## src/rict_pkg.sv

```systemverilog
// ----------------------------------------------------------------------------
// rict_pkg: shared types and constants of the reference-counted cache table
// Operation and status codes, default sizes, and the structs that travel
// between the controller and the row of entry cells.
// ----------------------------------------------------------------------------
package rict_pkg;

  localparam int ENTRIES_DEF    = 64;
  localparam int COUNT_BITS_DEF = 16;

  // Widest index and count over the whole parameter range.
  localparam int IDX_MAX_W = 10;
  localparam int CNT_MAX_W = 32;

  typedef enum logic [2:0] {
    OP_ACQUIRE    = 3'd0,
    OP_PIN        = 3'd1,
    OP_RELEASE    = 3'd2,
    OP_MARK_VALID = 3'd3,
    OP_MOUNT      = 3'd4,
    OP_UNMOUNT    = 3'd5
  } op_t;

  typedef enum logic [2:0] {
    STAT_OK          = 3'd0,
    STAT_FULL        = 3'd1,
    STAT_RELEASED    = 3'd2,
    STAT_NOT_VALID   = 3'd3,
    STAT_NOT_DIR     = 3'd4,
    STAT_NOT_MOUNTED = 3'd5,
    STAT_OVERFLOW    = 3'd6
  } stat_t;

  typedef struct packed {
    logic                 acquire;
    logic [IDX_MAX_W-1:0] slot_idx;
    logic [15:0]          volume_id;
    logic [31:0]          file_id;
  } probe_t;

  typedef struct packed {
    logic                 active;
    logic                 sel_found;
    logic [IDX_MAX_W-1:0] sel_idx;
    logic [CNT_MAX_W-1:0] sel_count;
    logic                 sel_valid;
    logic                 sel_mount;
    logic                 free_found;
    logic [IDX_MAX_W-1:0] free_idx;
  } scan_t;

  typedef struct packed {
    logic                 en;
    logic [IDX_MAX_W-1:0] idx;
    logic                 alloc;
    logic [15:0]          volume_id;
    logic [31:0]          file_id;
    logic                 count_en;
    logic [CNT_MAX_W-1:0] count;
    logic                 valid_en;
    logic                 valid;
    logic                 mount_en;
    logic                 mount;
  } write_t;

endpackage

```

## src/rict_cell.sv

```systemverilog
// ----------------------------------------------------------------------------
// rict_cell: one entry of the cache table
// Holds one entry, checks the scan record passing by against it and hands the
// record to the next cell, and takes its share of the commit write.
// ----------------------------------------------------------------------------
module rict_cell #(
  parameter int INDEX      = 0,
  parameter int COUNT_BITS = rict_pkg::COUNT_BITS_DEF
) (
  input  logic             clk,
  input  logic             rst,
  input  rict_pkg::probe_t probe,
  input  rict_pkg::write_t wr,
  input  rict_pkg::scan_t  scan_in,
  output rict_pkg::scan_t  scan_out
);

  localparam logic [rict_pkg::IDX_MAX_W-1:0] MY_IDX = rict_pkg::IDX_MAX_W'(INDEX);

  logic                  occupied;
  logic                  valid;
  logic                  mount;
  logic [15:0]           volume;
  logic [31:0]           file;
  logic [COUNT_BITS-1:0] count;
  logic                  own;
  logic                  match;
  logic                  is_free;
  rict_pkg::scan_t       scan_next;

  assign own     = wr.en && (wr.idx == MY_IDX);
  assign is_free = (count == '0) && !mount;
  assign match   = probe.acquire
                 ? (occupied && volume == probe.volume_id && file == probe.file_id)
                 : (probe.slot_idx == MY_IDX);

  always_comb begin
    scan_next = scan_in;
    if (!scan_in.sel_found && match) begin
      scan_next.sel_found = 1'b1;
      scan_next.sel_idx   = MY_IDX;
      scan_next.sel_count = rict_pkg::CNT_MAX_W'(count);
      scan_next.sel_valid = valid;
      scan_next.sel_mount = mount;
    end
    if (!scan_in.free_found && is_free) begin
      scan_next.free_found = 1'b1;
      scan_next.free_idx   = MY_IDX;
    end
  end

  always_ff @(posedge clk) begin
    if (rst) begin
      occupied <= 1'b0;
      valid    <= 1'b0;
      mount    <= 1'b0;
      count    <= '0;
    end else if (own) begin
      if (wr.alloc) begin
        occupied <= 1'b1;
      end
      if (wr.count_en) begin
        count <= wr.count[COUNT_BITS-1:0];
      end
      if (wr.valid_en) begin
        valid <= wr.valid;
      end
      if (wr.mount_en) begin
        mount <= wr.mount;
      end
    end
  end

  always_ff @(posedge clk) begin
    if (own && wr.alloc) begin
      volume <= wr.volume_id;
      file   <= wr.file_id;
    end
  end

  always_ff @(posedge clk) begin
    if (rst) begin
      scan_out.active <= 1'b0;
    end else begin
      scan_out <= scan_next;
    end
  end

endmodule

```

## config.mk

```make
export PLATFORM = sky130hd
export DESIGN_NAME = rict_cell
export DESIGN_NICKNAME = d
export VERILOG_FILES = /design/src/rict_pkg.sv /design/src/rict_cell.sv
export SDC_FILE = /design/constraint.sdc
export NUM_CORES = 1
export LEC_CHECK = 0
export BUFFER_PORTS_ARGS = -buffer_cell sky130_fd_sc_hd__buf_2
export CORE_MARGIN = 1.5
export CORE_UTILIZATION = 41
export DETAILED_ROUTE_END_ITERATION = 8
export PLACE_DENSITY = 0.77
export SKIP_LAST_GASP = 1
export SYNTH_ARGS = -nofsm -noshare
export SYNTH_HDL_FRONTEND = slang
export SYNTH_SLANG_ARGS = --single-unit
```

## constraint.sdc

```tcl
create_clock -name clk -period 3.5 [get_ports clk]
set_clock_uncertainty 0.15 [all_clocks]
set_input_delay 0.7 -clock clk [delete_from_list [all_inputs] [get_ports clk]]
set_output_delay 0.7 -clock clk [all_outputs]
set_load 0.03 [all_outputs]
```

## After elaboration in Yosys (flattened, before gate mapping)

Cells that the tools add are included.

| word-level totals | value |
|---|---|
| register bits after elaboration | 124 |
| latch bits | 0 |
| RAM bits | 0 |
| bits in read-only memories | 0 |
| output and inout port bits | 57 |
| word-level logic and storage cells | 36 |
| memories kept | 0 |

| cells by class | value |
|---|---|
| add/subtract/negate cells | 0 |
| multiply operators | 0 |
| div/mod/pow operators | 0 |
| $lt $le $gt $ge | 0 |
| equal/unequal tests | 2 |
| shift-type cells | 0 |
| multiplexer cells | 2 |
| bitwise operators | 0 |
| reductions and logical operators | 17 |

Operator list:

| operator | number |
|---|---|
| 32-bit equality test | 1 |
| 10-bit zero test | 2 |
| 18-bit 2-to-1 mux | 1 |
| 16-bit equality test | 1 |
| 16-bit zero test | 1 |
| 2-bit AND reduction | 4 |
| 1-bit logical AND | 7 |
| 1-bit zero test | 3 |
| 1-bit 2-to-1 mux | 1 |

## Logic depth before layout (Yosys ltp)

Gate-level depths: netlist of the first run.

| depth | value |
|---|---|
| word-level depth | 6 |
| gate-level depth with buffers | 7 |
| depth with buffers taken out | 6 |

## Worst setup path before layout of the first run

Ideal clock, no wire load.

| timing | value |
|---|---|
| kind | input to register |
| start | input port wr[88] (netlist bit) |
| end | register file[0], enable pin |
| library setup time | 411 ps |
| arrival time | 2854 ps |
| path slack | 85 ps |
| cell stages on the path | 5 |
| buffers on the path | 1 |
| path through | nor4b_1 nand2_1 nor4_1 clkbuf_1 and2_1 |

| on the way | value |
|---|---|
| longest elaborated chain between the ends | 3 |

RTL lines:

| item | line | text |
|---|---|---|
| from (decl) | rict_cell.sv:13 | `input rict_pkg::write_t wr,` |
| 10-bit zero test | rict_cell.sv:31 | `assign own = wr.en && (wr.idx == MY_IDX);` |
| 1-bit logical AND | rict_cell.sv:31 |  |
| 1-bit logical AND | rict_cell.sv:75 | `if (own && wr.alloc) begin` |
| to (signal assigned) | rict_cell.sv:77 | `file <= wr.file_id;` |
| to (decl) | rict_cell.sv:24 | `logic [31:0] file;` |

No other way between the ends.
A chain may end at the register's enable or synchronous reset.

==> impl_results.md, run 1 <==
* Crit path kind: reg2reg
* Floorplan core area at 12,100 sq um
* Cells along the critical path: nor2b_1 > a2111o_1 > or4_4 > nor4_4 > a21oi_4 > buf_12 > mux2_4
* Hold path depth at 1
* Vias at 3,789
* Ratio of cells with drive above 1 in the final layout at 0.504
* Final WL at 12.5 mm
* Root buf cell: clkbuf_16
* Final Max Slew Viols at 0
* CP Buf/Inv Count at 1
* Avg Synthesized Cell Area at 14.5 sq um
* PortBufs at 255
* Initial Utilization at 0.422
* Leak Pwr at 3.08 nW
* Top_reg_cell synth: edfxtp_1
* Fmax at 0.350 GHz
* Finished Cell Area at 7230 sq um
* Post-route ant nets at 0
* Crit. End Element: register
* RSZ-0062 raised after global routing: false
* Site row count at 40
* HP Start: wr[73]
* CTS resizes at 0
* Post-synth EDFFs at 104
* Dpl cell area at 6620 sq um
* Vias in the first global route at 3,835
* Post-Syn Instances at 352
* RD Place Congestion at 0.855
* Worst R2R Start: file[13]
* Die Span X at 114 microns
* Outcome: finished clean
* TNS Setup at 0 ps
* Die height at 114 microns
* Drt drc at 0
* Worst hold endpoint: volume[4]
* H-Tree Depth at 4
* Worst-Skew Late Latency at 410 ps
* CTS tree: yes
* GRT met3 Usage at 0.0619
* Synth Warn # at 0
* Area delta synth->final at 42.0%
* Ratio of total power to cell area at 528 nW/um^2
* Ports at 272
* Crit path time final at 2860 ps
* Initial antenna violation count at 1
* Area of the mapped netlist at 5090 sq um
* Total GRT Usage at 0.196
* Synthesis-stage register bit count at 124
* Vias per cell at 4.72
* Period utilisation layout at 0.817
* Clock net sink count at 124
* Setup violations, final at 0
* Per-cell routed wire length at 15.6 microns
* Clk slew on worst S/H paths at 60 ps
* Total gr overflow at 0
* Setup slack, reg-to-reg at 640 ps
* Grt peak-use layer: met2
* Full die area at 13,100 sq um
* Synth cell types at 35
* Setup bufs post-CTS at 0
* HPWL after DPL at 9.45 mm
* Worst path required time at 3500 ps
* Worst-margin pin slew at 725 ps
* Max IR drop VDD at 0.236 mV
* GR Util met2 at 0.329
* Max_slew headroom at 0.516
* Slowest stage cell, crit path: or4_4
* CP max stage delay at 540 ps
* Post-Synthesis Net Count at 567
* Drt pass-1 iters at 4
* Setup WS pre-CTS at 364 ps
* Fin. Hold Viols at 0
* Total CTS buffers at 17
* Iteration-0 DRC Markers at 240
* Fillers at 969
* Seq/Total Area, Yosys at 0.692
* Nets at 835
* Worst setup slack after layout at 640 ps
* Hold Crit Class: in2reg
* CP startpoint kind: register
* Crit Reg-Reg Endpoint: scan_out[24]
* Reg2Reg Depth at 7
* Global-route wire length before repair at 19.1 mm
* Asr flop ratio synth at 0
* Hold Buf Count CTS at 0
* GR Layer Usage met1 at 0.227
* CTS Buffer Depth at 2
* Critical Path AT at 2860 ps
* Crit-path max FO at 45
* Largest net degree at the start of global routing at 50
* CP top delay family: simple AND/OR/NAND/NOR gates
* Total of max-cap violations at 0
kinds of logic after synthesis:
| family | after synthesis | synth area share |
|---|---|---|
| multiplexers | 19 | 0.0514 |
| AND/OR/NAND/NOR | 123 | 0.138 |
| buffers and inverters | 22 | 0.0192 |
| flip-flops | 124 | 0.692 |
| XOR/XNOR | 34 | 0.0585 |
| AO/OA/AOI/OAI | 30 | 0.0413 |
per-layer routing:
layer  up-vias  part of all wire
met5         -                 0
met4         0             0.027
met3        34             0.072
met2       165              0.51
met1      1772              0.39
li1       1818                 -
final cells by class:
cell class | count | area [sq um] | share of cell area
repair buffers | 261 | 1360 | 0.188
clock buffers | 22 | 518 | 0.0716
multi-input cells | 206 | 1490 | 0.206
inverters | 10 | 37.5 | 0.00519
clock inverters | 10 | 95.1 | 0.0131
well taps | 168 | 210 | 0.0291
flip-flops and latches | 124 | 3520 | 0.487
diodes | 1 | 2.50 | 0.000346
through the flow:
| stage | power, mW | cells | util | hold WS (ps) |
|---|---|---|---|---|
| after floorplan | 1.90 | 352 | - | 284 |
| after global placement | 2.08 | 769 | 0.549 | 300 |
| after detailed placement | 2.09 | 769 | 0.549 | 307 |
| after CTS | 3.86 | 801 | 0.599 | 297 |
| after global routing | 3.95 | 802 | 0.600 | 295 |
| final | 3.82 | 802 | 0.600 | 307 |
cell usage in the layout, fill, tap and decap left out, types with 3 or more instances in the layout:
cell	Yosys	routed
nor2_1	4	4
nor4_1	14	13
inv_1	10	9
mux2_2	5	5
edfxtp_1	104	104
and2_1	27	26
nand2_1	22	22
nand2b_1	3	3
nor2b_1	24	24
buf_2	0	255
dfxtp_1	20	20
buf_12	0	3
clkinv_4	0	3
a2111oi_0	3	3
mux2_4	13	13
xor2_1	30	30
buf_4	0	3
nand3_1	20	20
a21oi_1	18	18
xnor2_1	4	4
inv_4	0	4
clkbuf_16	0	20
state kept, by name, indices dropped and copies added, names as in the netlist:
name and count:
file 32, mount 1, valid 1, volume 16
occupied 1, count 16, scan_out 57
worst max-delay path by stage:
stage              start           end  slack, ps  cells after the start
2_1_floorplan     wr[88]       file[0]         80                      5
3_3_place_gp   probe[13]  scan_out[21]        400                      8
3_5_place_dp   probe[13]  scan_out[16]        360                      8
4_1_cts         file[13]  scan_out[24]        660                      7
5_1_grt         file[13]  scan_out[24]        580                      7
6_report        file[13]  scan_out[24]        640                      7
power breakdown:
group | leakage [nW] | switching, mW | internal [mW]
Combinational | 1.63 | 0.221 | 0.163
Sequential | 1.14 | 0.0121 | 1.66
Clock | 0.308 | 0.636 | 1.13
Total | 3.08 | 0.869 | 2.95
Yosys cell counts, types with 10 or more instances:
cell | number | area, sq um
edfxtp_1 | 104 | 3120
xor2_1 | 30 | 263
and2_1 | 27 | 169
nor2b_1 | 24 | 150
nand2_1 | 22 | 82.6
dfxtp_1 | 20 | 400
nand3_1 | 20 | 100
a21oi_1 | 18 | 90.1
nor4_1 | 14 | 87.6
mux2_4 | 13 | 195
clkbuf_1 | 10 | 37.5
inv_1 | 10 | 37.5
Power figures use the tool's default switching activity.
==> run 2, diff against run 1 <==
--- a/config.mk
+++ b/config.mk
@@ -7,9 +7,9 @@
 export LEC_CHECK = 0
 export BUFFER_PORTS_ARGS = -buffer_cell sky130_fd_sc_hd__buf_2
 export CORE_MARGIN = 1.5
-export CORE_UTILIZATION = 41
+export CORE_UTILIZATION = 45
 export DETAILED_ROUTE_END_ITERATION = 8
-export PLACE_DENSITY = 0.77
+export PLACE_DENSITY = 0.8
 export SKIP_LAST_GASP = 1
 export SYNTH_ARGS = -nofsm -noshare
 export SYNTH_HDL_FRONTEND = slang
==> constraint.sdc (replaced) <==
create_clock -name clk -period 2.9 [get_ports clk]
set_clock_uncertainty 0.15 [all_clocks]
set_input_delay 0.58 -clock clk [delete_from_list [all_inputs] [get_ports clk]]
set_output_delay 0.58 -clock clk [all_outputs]
set_load 0.03 [all_outputs]
==> run 2 against run 1 <==
Effect of this change: register-to-register slack worse by 460 ps; via count is 1.8% higher; worst hold slack worse by 110 ps; wire length is 3.8% higher; critical path depth stayed put; combinational power is 22% higher; non-clock buffer count is 2 higher; worst setup slack worse by 460 ps; highest routed layer unchanged.
==> impl_results.md, run 2 (same netlist as run 1, synthesis figures left out) <==
* Outcome: finished clean
* Dpl cell area at 6620 sq um (about the same)
* Vias at 3,856 (+1.8%)
* Placed cell count at 743 (-3.4%)
* Multi-input gate area at 1490 sq um (unchanged)
* Worst R2R Start: file[13]
* Setup slack, reg-to-reg at 180 ps (-460 ps)
* Vias in the first global route at 3,972 (+3.6%)
* Root buf cell: clkbuf_16
* Setup violations, final at 0 (unchanged)
* Crit Reg-Reg Endpoint: scan_out[21]
* Ports at 272 (unchanged)
* Cells along the critical path: nor2b_1 > a2111o_1 > or4_4 > nor4_4 > a21oi_4 > buf_12 > mux2_4
* Commonest non-fill, non-tap cell in the layout: buf_2
* Worst hold endpoint: file[19]
* Fmax at 0.368 GHz (+5.2%)
* Crit path kind: reg2reg
* Largest registers: scan_out x57, file x32
* PortBufs at 255 (unchanged)
* Crit path time final at 2720 ps (-142 ps)
* Max_slew headroom at 0.653 (+0.137)
* Layout Cells excl Fill at 775 (-3.4%)
* Final Max Slew Viols at 0 (unchanged)
* Site row count at 38 (-5.0%)
* Total CTS buffers at 17 (unchanged)
* Initial Utilization at 0.466 (+0.0435)
* CTS Buffer Depth at 2 (unchanged)
* Critical Path AT at 2710 ps (-150 ps)
* Clk slew on worst S/H paths at 60 ps (about the same)
* CTS tree: yes
* Global-route wire length before repair at 19.1 mm (-0.18%)
* Die Span X at 109 microns (-4.4%)
* Setup WS pre-CTS at -143 ps (-507 ps)
* CP startpoint kind: register
* Top reg by flops: scan_out
* Die height at 109 microns (-4.4%)
* Ratio of total power to cell area at 635 nW/um^2 (+20%)
* Worst setup slack after layout at 182 ps (-458 ps)
* Drt drc at 0 (unchanged)
* Initial antenna violation count at 0 (-1)
* Max IR drop VDD at 0.406 mV (+72%)
* Nets at 837 (+0.24%)
* Total GRT Usage at 0.220 (+0.0237)
* Hold path depth at 1 (unchanged)
* Ratio of cells with drive above 1 in the final layout at 0.499 (-0.00474)
* Worst-Skew Late Latency at 410 ps (about the same)
* Total of max-cap violations at 0 (unchanged)
* Worst-margin pin slew at 519 ps (-205 ps)
* Full die area at 12,000 sq um (-8.7%)
* FF+latch area at 3520 sq um (unchanged)
* Largest net degree at the start of global routing at 41 (-18%)
* Ant. Diodes at 0 (-1)
* RSZ-0062 raised after global routing: false
* Fillers at 862 (-11%)
* Clock net sink count at 124 (unchanged)
* CTS resizes at 0 (unchanged)
* Floorplan core area at 10,900 sq um (-9.3%)
* Crit-path max FO at 31 (-31%)
* Fin. Hold Viols at 0 (unchanged)
* Iteration-0 DRC Markers at 127 (-47%)
* Leak Pwr at 3.07 nW (-0.41%)
* Post-route ant nets at 0 (unchanged)
* Most frequent cells in the layout: buf_2 (255), edfxtp_1 (104), xor2_1 (30)
* Crit. End Element: register
* HPWL after DPL at 9.94 mm (+5.2%)
* H-Tree Depth at 4 (unchanged)
* TNS Setup at 0 ps (unchanged)
* HP Start: wr[56]
* Final WL at 13.0 mm (+3.8%)
* Period utilisation layout at 0.937 (+0.120)
* Worst path required time at 2890 ps (-610 ps)
* Reg2Reg Depth at 7 (unchanged)
* Finished Cell Area at 7210 sq um (-0.36%)
* Area delta synth->final at 41.5%
* Vias per cell at 4.98 (+5.3%)
* RD Place Congestion at 0.818 (-4.4%)
* Worst hold slack at 195 ps (-113 ps)
* Total gr overflow at 0 (unchanged)
* Per-cell routed wire length at 16.8 microns (+7.4%)
* Setup bufs post-CTS at 0 (unchanged)
* CP max stage delay at 530 ps (about the same)
* Slowest stage cell, crit path: or4_4
* Max FFs per register at 57 (unchanged)
* Drt pass-1 iters at 4 (unchanged)
* Hold Crit Class: in2reg
* Hold Buf Count CTS at 0 (unchanged)
run 2: report_power, final:
part / switching, mW / leakage, nW / internal [mW]
Sequential: 0.0162 / 1.14 / 2.00
Combinational: 0.267 / 1.65 / 0.202
Clock: 0.744 / 0.275 / 1.34
run 2: routing by layer:
| metal | routed length [microns] | global-route usage | vias up |
|---|---|---|---|
| met2 | 6870 | 0.382 | 191 |
| li1 | - | - | 1829 |
| met5 | 0 | 0 | - |
| met4 | 492 | 0.126 | 0 |
| met3 | 949 | 0.0735 | 42 |
| met1 | 4670 | 0.231 | 1794 |
run 2: critical path: cells and delay by family (launching register included):
family / cells / cell delay [ps]
buffers and inverters: 1 / 180
multiplexers: 1 / 320
AO/OA/AOI/OAI: 2 / 510
AND/OR/NAND/NOR: 3 / 890
flip-flops: 1 / 380
run 2: through the flow:
stage | utilization | power, mW
finish | 0.659 | 4.58
CTS | 0.659 | 4.61
detailed placement | 0.605 | 2.53
global placement | 0.605 | 2.51
floorplan | - | 2.30
global route | 0.659 | 4.73
run 2: how the worst max path moves through the flow:
stage              start      endpoint  slack (ps)
3_3_place_gp   probe[13]  scan_out[22]         -80
6_report        file[13]  scan_out[21]         180
5_1_grt         file[13]  scan_out[21]         110
4_1_cts         file[13]  scan_out[21]          60
2_1_floorplan  probe[13]  scan_out[14]          80
3_5_place_dp   probe[13]  scan_out[21]        -140
run 2: area by class of cell:
class,count,area share
Sequential cell,124,0.489
Multi-Input combinational cell,206,0.206
Timing Repair Buffer,263,0.194
Clock buffer,20,0.0606
Tap cell,140,0.0243
Clock inverter,12,0.0205
Inverter,10,0.00521
